[config.mk]
export PLATFORM = sky130hd
export DESIGN_NAME = circular_queue_controller
export DESIGN_NICKNAME = d
export VERILOG_FILES = /design/src/sv/cqc_pkg.sv /design/src/sv/cqc_ram.sv /design/src/sv/cqc_datapath.sv /design/src/sv/cqc_ctrl.sv /design/src/sv/circular_queue_controller.sv
export SDC_FILE = /design/constraint.sdc
export NUM_CORES = 2
export LEC_CHECK = 0
export ABC_AREA = 1
export BUFFER_PORTS_ARGS = -buffer_cell sky130_fd_sc_hd__buf_4
export CAP_MARGIN = 10
export CORE_ASPECT_RATIO = 1.1
export CORE_MARGIN = 10
export CORE_UTILIZATION = 33
export CTS_CLUSTER_SIZE = 10
export DETAILED_ROUTE_END_ITERATION = 10
export SETUP_SLACK_MARGIN = 0.2
export SYNTH_ARGS = -nofsm -noshare
export SYNTH_HDL_FRONTEND = slang
export SYNTH_SLANG_ARGS = --single-unit
[constraint.sdc]
create_clock -name clk -period 11.6 [get_ports clk]
set_input_delay 2.9 -clock clk [delete_from_list [all_inputs] [get_ports clk]]
set_output_delay 2.9 -clock clk [all_outputs]
set_load 0.02 [all_outputs]
[src/sv/cqc_pkg.sv]
// Shared types and codes of the circular queue controller.
package cqc_pkg;

	localparam int CAP_W    = 7;
	localparam int VALUE_W  = 32;
	localparam int OP_W     = 2;
	localparam int STATUS_W = 2;

	typedef enum logic [OP_W-1:0] {
		OP_ENQ  = 2'd0,
		OP_DEQ  = 2'd1,
		OP_PEEK = 2'd2,
		OP_DISP = 2'd3
	} op_t;

	typedef enum logic [STATUS_W-1:0] {
		ST_DONE  = 2'd0,
		ST_FULL  = 2'd1,
		ST_EMPTY = 2'd2
	} status_t;

	typedef enum logic [2:0] {
		S_IDLE   = 3'b001,
		S_REPLY  = 3'b010,
		S_STREAM = 3'b100
	} state_t;

	// Controller to datapath commands.
	typedef struct packed {
		logic    cfg_wr;
		logic    enq;
		logic    deq;
		logic    rd_head;
		logic    rd_all;
		logic    rd_next;
		logic    set_status;
		status_t status;
		logic    load_reply;
		logic    load_data;
	} cmd_t;

	// Datapath to controller status.
	typedef struct packed {
		logic empty;
		logic full;
		logic cnt_last;
		logic out_free;
	} sts_t;

endpackage

[src/sv/cqc_ram.sv]
// Generic single-write, single-read RAM with registered read data.
module cqc_ram #(
	parameter int WIDTH = 32,
	parameter int DEPTH = 64
) (
	input  logic                     clk,
	input  logic                     wr_en,
	input  logic [$clog2(DEPTH)-1:0] wr_addr,
	input  logic [WIDTH-1:0]         wr_data,
	input  logic                     rd_en,
	input  logic [$clog2(DEPTH)-1:0] rd_addr,
	output logic [WIDTH-1:0]         rd_data
);

	logic [WIDTH-1:0] mem_q [DEPTH];
	logic [WIDTH-1:0] rd_data_q;

	always_ff @(posedge clk) begin
		if (wr_en) begin
			mem_q[wr_addr] <= wr_data;
		end
		if (rd_en) begin
			rd_data_q <= mem_q[rd_addr];
		end
	end

	assign rd_data = rd_data_q;

endmodule

[src/sv/cqc_datapath.sv]
// Queue pointers, occupancy, slot memory and output word register.
module cqc_datapath #(
	parameter int DEPTH      = 64,
	parameter int DATA_WIDTH = 32
) (
	input  logic                               clk,
	input  logic                               arst_n,
	input  cqc_pkg::cmd_t                      cmd,
	output cqc_pkg::sts_t                      sts,
	input  logic signed [cqc_pkg::VALUE_W-1:0] push_value,
	input  logic [cqc_pkg::CAP_W-1:0]          cfg_data,
	input  logic                               out_stall,
	output logic                               out_valid,
	output logic [cqc_pkg::STATUS_W-1:0]       status,
	output logic signed [cqc_pkg::VALUE_W-1:0] read_value,
	output logic                               is_empty,
	output logic                               is_full,
	output logic                               last
);

	localparam int IDX_W = $clog2(DEPTH);
	localparam int OCC_W = $clog2(DEPTH + 1);
	localparam int CAP_W = cqc_pkg::CAP_W;

	logic [IDX_W-1:0]      head_q, tail_q, rd_idx_q;
	logic [OCC_W-1:0]      occ_q, cnt_q;
	logic [CAP_W-1:0]      cap_q, cap_sat;
	cqc_pkg::status_t      status_q;
	logic [DATA_WIDTH-1:0] rd_data;
	logic [IDX_W-1:0]      rd_addr;
	logic                  rd_en;
	logic                  empty, full, out_free;

	logic                               out_valid_q;
	cqc_pkg::status_t                   out_status_q;
	logic [cqc_pkg::VALUE_W-1:0]        out_value_q;
	logic                               out_empty_q, out_full_q, out_last_q;

	// Advance an index, back to zero at the capacity.
	function automatic logic [IDX_W-1:0] wrap_next(input logic [IDX_W-1:0] idx,
			input logic [CAP_W-1:0] cap);
		logic [CAP_W-1:0] n;
		n = CAP_W'(idx) + CAP_W'(1);
		return (n >= cap) ? '0 : IDX_W'(n);
	endfunction

	assign empty    = (occ_q == '0);
	assign full     = (CAP_W'(occ_q) >= cap_q);
	assign out_free = !out_valid_q || !out_stall;

	assign sts.empty    = empty;
	assign sts.full     = full;
	assign sts.cnt_last = (cnt_q == OCC_W'(1));
	assign sts.out_free = out_free;

	// Clamp the written capacity into 1..DEPTH.
	always_comb begin
		priority if (cfg_data == '0) begin
			cap_sat = CAP_W'(1);
		end else if (cfg_data > CAP_W'(DEPTH)) begin
			cap_sat = CAP_W'(DEPTH);
		end else begin
			cap_sat = cfg_data;
		end
	end

	assign rd_en   = cmd.rd_head || cmd.rd_next;
	assign rd_addr = cmd.rd_head ? head_q : rd_idx_q;

	cqc_ram #(
		.WIDTH (DATA_WIDTH),
		.DEPTH (DEPTH)
	) u_slots (
		.clk     (clk),
		.wr_en   (cmd.enq),
		.wr_addr (tail_q),
		.wr_data (DATA_WIDTH'(push_value)),
		.rd_en   (rd_en),
		.rd_addr (rd_addr),
		.rd_data (rd_data)
	);

	always_ff @(posedge clk or negedge arst_n) begin
		if (!arst_n) begin
			cap_q  <= CAP_W'(DEPTH);
			head_q <= '0;
			tail_q <= '0;
			occ_q  <= '0;
		end else if (cmd.cfg_wr) begin
			cap_q  <= cap_sat;
			head_q <= '0;
			tail_q <= '0;
			occ_q  <= '0;
		end else begin
			if (cmd.enq) begin
				tail_q <= wrap_next(tail_q, cap_q);
				occ_q  <= occ_q + OCC_W'(1);
			end
			if (cmd.deq) begin
				occ_q <= occ_q - OCC_W'(1);
				if (occ_q == OCC_W'(1)) begin
					head_q <= '0;
					tail_q <= '0;
				end else begin
					head_q <= wrap_next(head_q, cap_q);
				end
			end
		end
	end

	// Read cursor and remaining count of the current stream.
	always_ff @(posedge clk) begin
		if (cmd.rd_head) begin
			rd_idx_q <= wrap_next(head_q, cap_q);
			cnt_q    <= cmd.rd_all ? occ_q : OCC_W'(1);
		end else if (cmd.rd_next) begin
			rd_idx_q <= wrap_next(rd_idx_q, cap_q);
			cnt_q    <= cnt_q - OCC_W'(1);
		end
		if (cmd.set_status) begin
			status_q <= cmd.status;
		end
	end

	always_ff @(posedge clk or negedge arst_n) begin
		if (!arst_n) begin
			out_valid_q <= 1'b0;
		end else if (cmd.load_reply || cmd.load_data) begin
			out_valid_q <= 1'b1;
		end else if (!out_stall) begin
			out_valid_q <= 1'b0;
		end
	end

	always_ff @(posedge clk) begin
		if (cmd.load_reply) begin
			out_status_q <= status_q;
			out_value_q  <= '0;
			out_last_q   <= 1'b1;
		end else if (cmd.load_data) begin
			out_status_q <= cqc_pkg::ST_DONE;
			out_value_q  <= cqc_pkg::VALUE_W'(rd_data);
			out_last_q   <= sts.cnt_last;
		end
		if (cmd.load_reply || cmd.load_data) begin
			out_empty_q <= empty;
			out_full_q  <= full;
		end
	end

	assign out_valid  = out_valid_q;
	assign status     = out_status_q;
	assign read_value = out_value_q;
	assign is_empty   = out_empty_q;
	assign is_full    = out_full_q;
	assign last       = out_last_q;

endmodule

[src/sv/cqc_ctrl.sv]
// Request sequencer of the circular queue controller.
module cqc_ctrl (
	input  logic                        clk,
	input  logic                        arst_n,
	input  logic                        in_valid,
	output logic                        in_stall,
	input  logic [cqc_pkg::OP_W-1:0]    op,
	input  logic                        cfg_valid,
	output logic                        cfg_ready,
	output cqc_pkg::cmd_t               cmd,
	input  cqc_pkg::sts_t               sts
);

	cqc_pkg::state_t state_q, state_d;

	// A capacity write offered in the same cycle goes first: hold the request.
	assign in_stall  = (state_q != cqc_pkg::S_IDLE) || cfg_valid;
	assign cfg_ready = (state_q == cqc_pkg::S_IDLE);

	always_comb begin
		state_d = state_q;
		cmd     = '0;
		unique case (state_q)
			cqc_pkg::S_IDLE: begin
				cmd.cfg_wr = cfg_valid;
				if (in_valid && !cfg_valid) begin
					cmd.set_status = 1'b1;
					unique case (cqc_pkg::op_t'(op))
						cqc_pkg::OP_ENQ: begin
							state_d = cqc_pkg::S_REPLY;
							if (sts.full) begin
								cmd.status = cqc_pkg::ST_FULL;
							end else begin
								cmd.enq    = 1'b1;
								cmd.status = cqc_pkg::ST_DONE;
							end
						end
						default: begin
							if (sts.empty) begin
								cmd.status = cqc_pkg::ST_EMPTY;
								state_d    = cqc_pkg::S_REPLY;
							end else begin
								cmd.rd_head = 1'b1;
								cmd.rd_all  = (cqc_pkg::op_t'(op) == cqc_pkg::OP_DISP);
								cmd.deq     = (cqc_pkg::op_t'(op) == cqc_pkg::OP_DEQ);
								state_d     = cqc_pkg::S_STREAM;
							end
						end
					endcase
				end
			end
			cqc_pkg::S_REPLY: begin
				if (sts.out_free) begin
					cmd.load_reply = 1'b1;
					state_d        = cqc_pkg::S_IDLE;
				end
			end
			cqc_pkg::S_STREAM: begin
				if (sts.out_free) begin
					cmd.load_data = 1'b1;
					if (sts.cnt_last) begin
						state_d = cqc_pkg::S_IDLE;
					end else begin
						cmd.rd_next = 1'b1;
					end
				end
			end
			default: begin
				state_d = cqc_pkg::S_IDLE;
			end
		endcase
	end

	always_ff @(posedge clk or negedge arst_n) begin
		if (!arst_n) begin
			state_q <= cqc_pkg::S_IDLE;
		end else begin
			state_q <= state_d;
		end
	end

endmodule

[src/sv/circular_queue_controller.sv]
// Circular queue controller top level: sequencer plus queue datapath.
//
// A bounded FIFO of signed values held in one single-port-read RAM of DEPTH
// slots, of which the capacity register enables 1..DEPTH (0 reads as 1, values
// above DEPTH as DEPTH). A capacity write empties the queue; write it only
// while no request is in flight. Each request word (op, push_value) returns
// result words on the output channel, each with status, read_value, is_empty,
// is_full and last. Enqueue, and any rejected request: accept, then load the
// output register. Dequeue and peek: accept and address the slot RAM, then
// load its registered read data. Display delivers the stored values through
// the single RAM read port, one slot per cycle while the output is not
// stalled, oldest first, with last on the newest. A new request is taken
// while the final result word still waits in the output register. No
// clearing pass after reset: slots are only ever read after they were
// written.
module circular_queue_controller #(
	parameter int DEPTH      = 64,
	parameter int DATA_WIDTH = 32
) (
	input  logic                               clk,
	input  logic                               arst_n,
	// request channel
	input  logic                               in_valid,
	output logic                               in_stall,
	input  logic [cqc_pkg::OP_W-1:0]           op,
	input  logic signed [cqc_pkg::VALUE_W-1:0] push_value,
	// result channel
	output logic                               out_valid,
	input  logic                               out_stall,
	output logic [cqc_pkg::STATUS_W-1:0]       status,
	output logic signed [cqc_pkg::VALUE_W-1:0] read_value,
	output logic                               is_empty,
	output logic                               is_full,
	output logic                               last,
	// capacity register write
	input  logic                               cfg_valid,
	output logic                               cfg_ready,
	input  logic [cqc_pkg::CAP_W-1:0]          capacity
);

	cqc_pkg::cmd_t cmd;
	cqc_pkg::sts_t sts;

	// Sequence each request: decode, reply, or stream slots out.
	cqc_ctrl u_ctrl (
		.clk       (clk),
		.arst_n    (arst_n),
		.in_valid  (in_valid),
		.in_stall  (in_stall),
		.op        (op),
		.cfg_valid (cfg_valid),
		.cfg_ready (cfg_ready),
		.cmd       (cmd),
		.sts       (sts)
	);

	// Hold pointers, occupancy, slots and the output word.
	cqc_datapath #(
		.DEPTH      (DEPTH),
		.DATA_WIDTH (DATA_WIDTH)
	) u_datapath (
		.clk        (clk),
		.arst_n     (arst_n),
		.cmd        (cmd),
		.sts        (sts),
		.push_value (push_value),
		.cfg_data   (capacity),
		.out_stall  (out_stall),
		.out_valid  (out_valid),
		.status     (status),
		.read_value (read_value),
		.is_empty   (is_empty),
		.is_full    (is_full),
		.last       (last)
	);

endmodule

==> run summary <==
Final HPWL DP: 142 mm
Vias in the first global route: 61203
Final Cycle Share: 64.4%
GRT Total Usage: 17.1%
Switching power: 7.67 mW
Nets@finish: 8453
Clk_lat worst skew: 0.88 ns
Resize count post-CTS: 0
Die Span X: 529 um
Internal power: 14.3 mW
Drt wl/cell: 22.3 um
Slowest cell on crit path: buf_4
Final hold viol count: 0
Number of setup buffers added after CTS: 0
Synth-to-layout area growth: 11.9%
Sequential power share: 40.7%
Grt ovf: 0
Arrival time at the worst endpoint: 8.09 ns
Synth top area cells: edfxtp_1 (67%), nand3_1 (10%), nand2_1 (6.9%)
Max-slew violations: 0
Initial DRC Count: 7036
Max Buffers Root-to-Sink: 3
Worst hold path type: reg -> reg
Register bit count reported by yosys: 2162
H-tree Lvls: 4
Starting Density: 33.2%
Cell variety after synth: 37
Async S/R FF share, synth: 1.39%
Final WL: 272 mm
Max Freq: 0.134 GHz
CTS Buf Count: 237
Io pins: 86
Max-cap check violation count: 0
Skew final: 0.0477 ns
CTS Hold Bufs: 0
Crit Path Max Fanout: 102
Largest net degree at the start of global routing: 192
Primary FF master, synth: edfxtp_1
Chip Height: 580 um
CTS tree: done
Mapped cell area: 94100 um2
Share of the synthesized area in the top cell type: 67.0%
Max stage delay on crit path: 0.89 ns
Mean post-synth cell area: 11.1 um2
CP endpoint kind: flip-flop
Setup-failing EPs final: 0
Max_slew headroom: 20.3%
Placement-stage cell area: 98700 um2
Warnings, synthesis: 0
Leak: 39.9 nW
Place WS: 3.37 ns
Seq/Total Area, Yosys: 68.5%
Clock sink total: 2162
Crit-path cells: buf_4 > inv_1 > nand2_1 > nor2_4 > nand3_2 > inv_1 > nand2_1 > o21ai_4 > buf_4 > buf_12 > buf_4 > nand3_1 > nand3_1 > nand3_1 > nand3_1 > nand2_1
EDFF count, synth: 2099
Initial antenna violation count: 19
Power per standard cell area: 208 nW/um2
IO Port Bufs: 85
Mapped Cells: 8454
Largest delay share family, worst path: buffers and inverters
Antenna-violating nets left: 0
Total core area: 284000 um2
Gp weighted congestion: 0.810
Clk pwr share: 30.4%
Status: finished clean
Critical setup path kind: in -> reg
Buffers & Inverters on Critical Path: 6
Vias per cell: 5.19
Comb pwr share: 29.0%
Area leader, netlist: edfxtp_1
First-pass GRT wire length: 402 mm
Mapped Nets: 8537
Crit-path most repeated cell: nand3_1
Ratio of cells with drive above 1 in the final layout: 6.57%
Net Sw Frac: 35.0%
Worst setup SP type: primary input
Minimum clock period: 7.47 ns
Vias: 63253
Clock Tree Root: clkbuf_16
Router iterations before antenna repair: 6
Slew @ Worst Pin: 1.19 ns
Clock transition at path regs: 0.06 ns
Die area: 307000 um2
Design area: 105000 um2
FF-to-FF setup slack: 5.62 ns
# rows: 205
RSZ-0062 raised after global routing: no
PnR worst setup slack: 4.13 ns
Required time worst endpoint: 12.22 ns
Setup TNS: 0 ns
Peak supply drop: 0.178 mV
Detailed-route DRC error count: 0
-- worst reg2reg max path, stage by stage (launching register included) --
cell and delay [ns]:
dfrtp_1 0.42, inv_1 0.20, ha_1 0.18, inv_1 0.04
nor2_1 0.11, nand2_2 0.13, nand3_2 0.48, nand2_8 0.60
nand2_4 0.68, buf_12 0.67, buf_4 0.99, nand2_1 0.19
nand3_1 0.11, nand3_1 0.10, nand3_1 0.15, nand3_1 0.20
nand3_1 0.35, nand2_1 0.11
-- layer usage --
layer | GRT usage, % | up-vias | part of all wire (%)
met5 | 0 | - | 0.0063
met4 | 6.62 | 2 | 3.8
met3 | 2.60 | 517 | 7.4
met2 | 28.5 | 2629 | 48
met1 | 22.3 | 31356 | 41
li1 | - | 28749 | -
-- final timing paths --
check,startpoint,end,cells after the start
setup / recovery,cfg_valid,u_datapath.u_slots.rd_data[15]$_DFFE_PP_,16
hold / removal,u_datapath.last$_SDFFE_PP1P_,u_datapath.last$_SDFFE_PP1P_,1
setup reg to reg,u_datapath.occ_q[0]$_DFFE_PN0P_,u_datapath.u_slots.rd_data[29]$_DFFE_PP_,17
hold reg to reg,u_datapath.last$_SDFFE_PP1P_,u_datapath.last$_SDFFE_PP1P_,1
max in group asynchronous,arst_n,u_datapath.head_q[4]$_DFFE_PN0P_,1
min in group asynchronous,arst_n,u_datapath.cap_q[3]$_DFFE_PN0P_,1
-- metrics by stage --
step                      power (mW)  hold slack, ns  instances  utilization, %
after floorplan                 13.2           0.447       8454               -
after global placement          15.3           0.480      11857            34.8
after detailed placement        15.4           0.496      11857            34.8
after CTS                       22.0           0.515      12184            37.1
after global routing            23.0           0.531      12192            37.1
final                           21.9           0.509      12195            37.1
-- flip-flops by register name, indices dropped and copies added, names as in the netlist, 6 cells and up --
name                        flops
u_datapath.cap_q                7
u_datapath.cnt_q                7
u_datapath.head_q               6
u_datapath.occ_q                7
u_datapath.rd_idx_q             6
u_datapath.read_value          32
u_datapath.tail_q               6
u_datapath.u_slots.mem_q     2048
u_datapath.u_slots.rd_data     32
-- synth_stat cells (5+ instances only) --
| cell type | instances |
|---|---|
| edfxtp_1 | 2099 |
| nand3_1 | 1879 |
| nand2_1 | 1723 |
| inv_1 | 1088 |
| nand3b_1 | 661 |
| buf_2 | 269 |
| clkbuf_1 | 214 |
| nor2_1 | 161 |
| o21ai_0 | 68 |
| buf_1 | 48 |
| ha_1 | 37 |
| o211ai_1 | 34 |
| dfxtp_1 | 33 |
| dfrtp_1 | 28 |
| a21oi_1 | 20 |
| xor2_1 | 14 |
| nor3_1 | 13 |
| nand4_1 | 11 |
| o22ai_1 | 11 |
| a211oi_1 | 6 |
| inv_2 | 5 |
-- cell type report --
class,instances,area (um2)
sequential,2162,64400
clock buffer,308,6280
timing repair buffer,212,1750
antenna,11,27.5
inverter,1095,4130
clock inverter,19,259
fill,27145,178000
multi-input combinational,4662,23700
tap,3726,4660
-- cell usage in the layout, fill, tap and decap left out, types with 4 or more instances in the layout --
master,netlist,final
edfxtp_1,2099,2099
nand3_1,1879,1879
nand2_1,1723,1722
inv_1,1088,1086
nand3b_1,661,661
clkbuf_16,0,241
buf_4,4,199
nor2_1,161,96
clkbuf_1,214,67
o21ai_0,68,66
nor2_4,1,66
ha_1,37,37
o211ai_1,34,34
dfxtp_1,33,33
dfrtp_1,28,28
a21oi_1,20,20
xor2_1,14,14
nor3_1,13,13
buf_12,0,13
diode_2,0,11
nand4_1,11,11
o22ai_1,11,11
o21ai_4,0,7
clkinv_1,2,7
a211oi_1,6,6
inv_2,5,4
xnor2_1,4,4
-- cells by family after synthesis --
family	share of synthesized area, %
XOR/XNOR	0.168
flip-flops	68.5
adder cells (fa/ha/maj)	0.492
AO/OA/AOI/OAI	0.958
buffers and inverters	6.88
AND/OR/NAND/NOR	23.0
-- power by group through the flow --
stage / Combinational (mW) / Clock (mW) / Sequential, mW
floorplan: 4.11 / 0 / 9.10
global placement: 6.24 / 0 / 9.07
detailed placement: 6.31 / 0 / 9.07
CTS: 6.32 / 6.78 / 8.92
global route: 6.96 / 7.08 / 8.93
finish: 6.35 / 6.66 / 8.92
(Power assumes the default switching activity.)
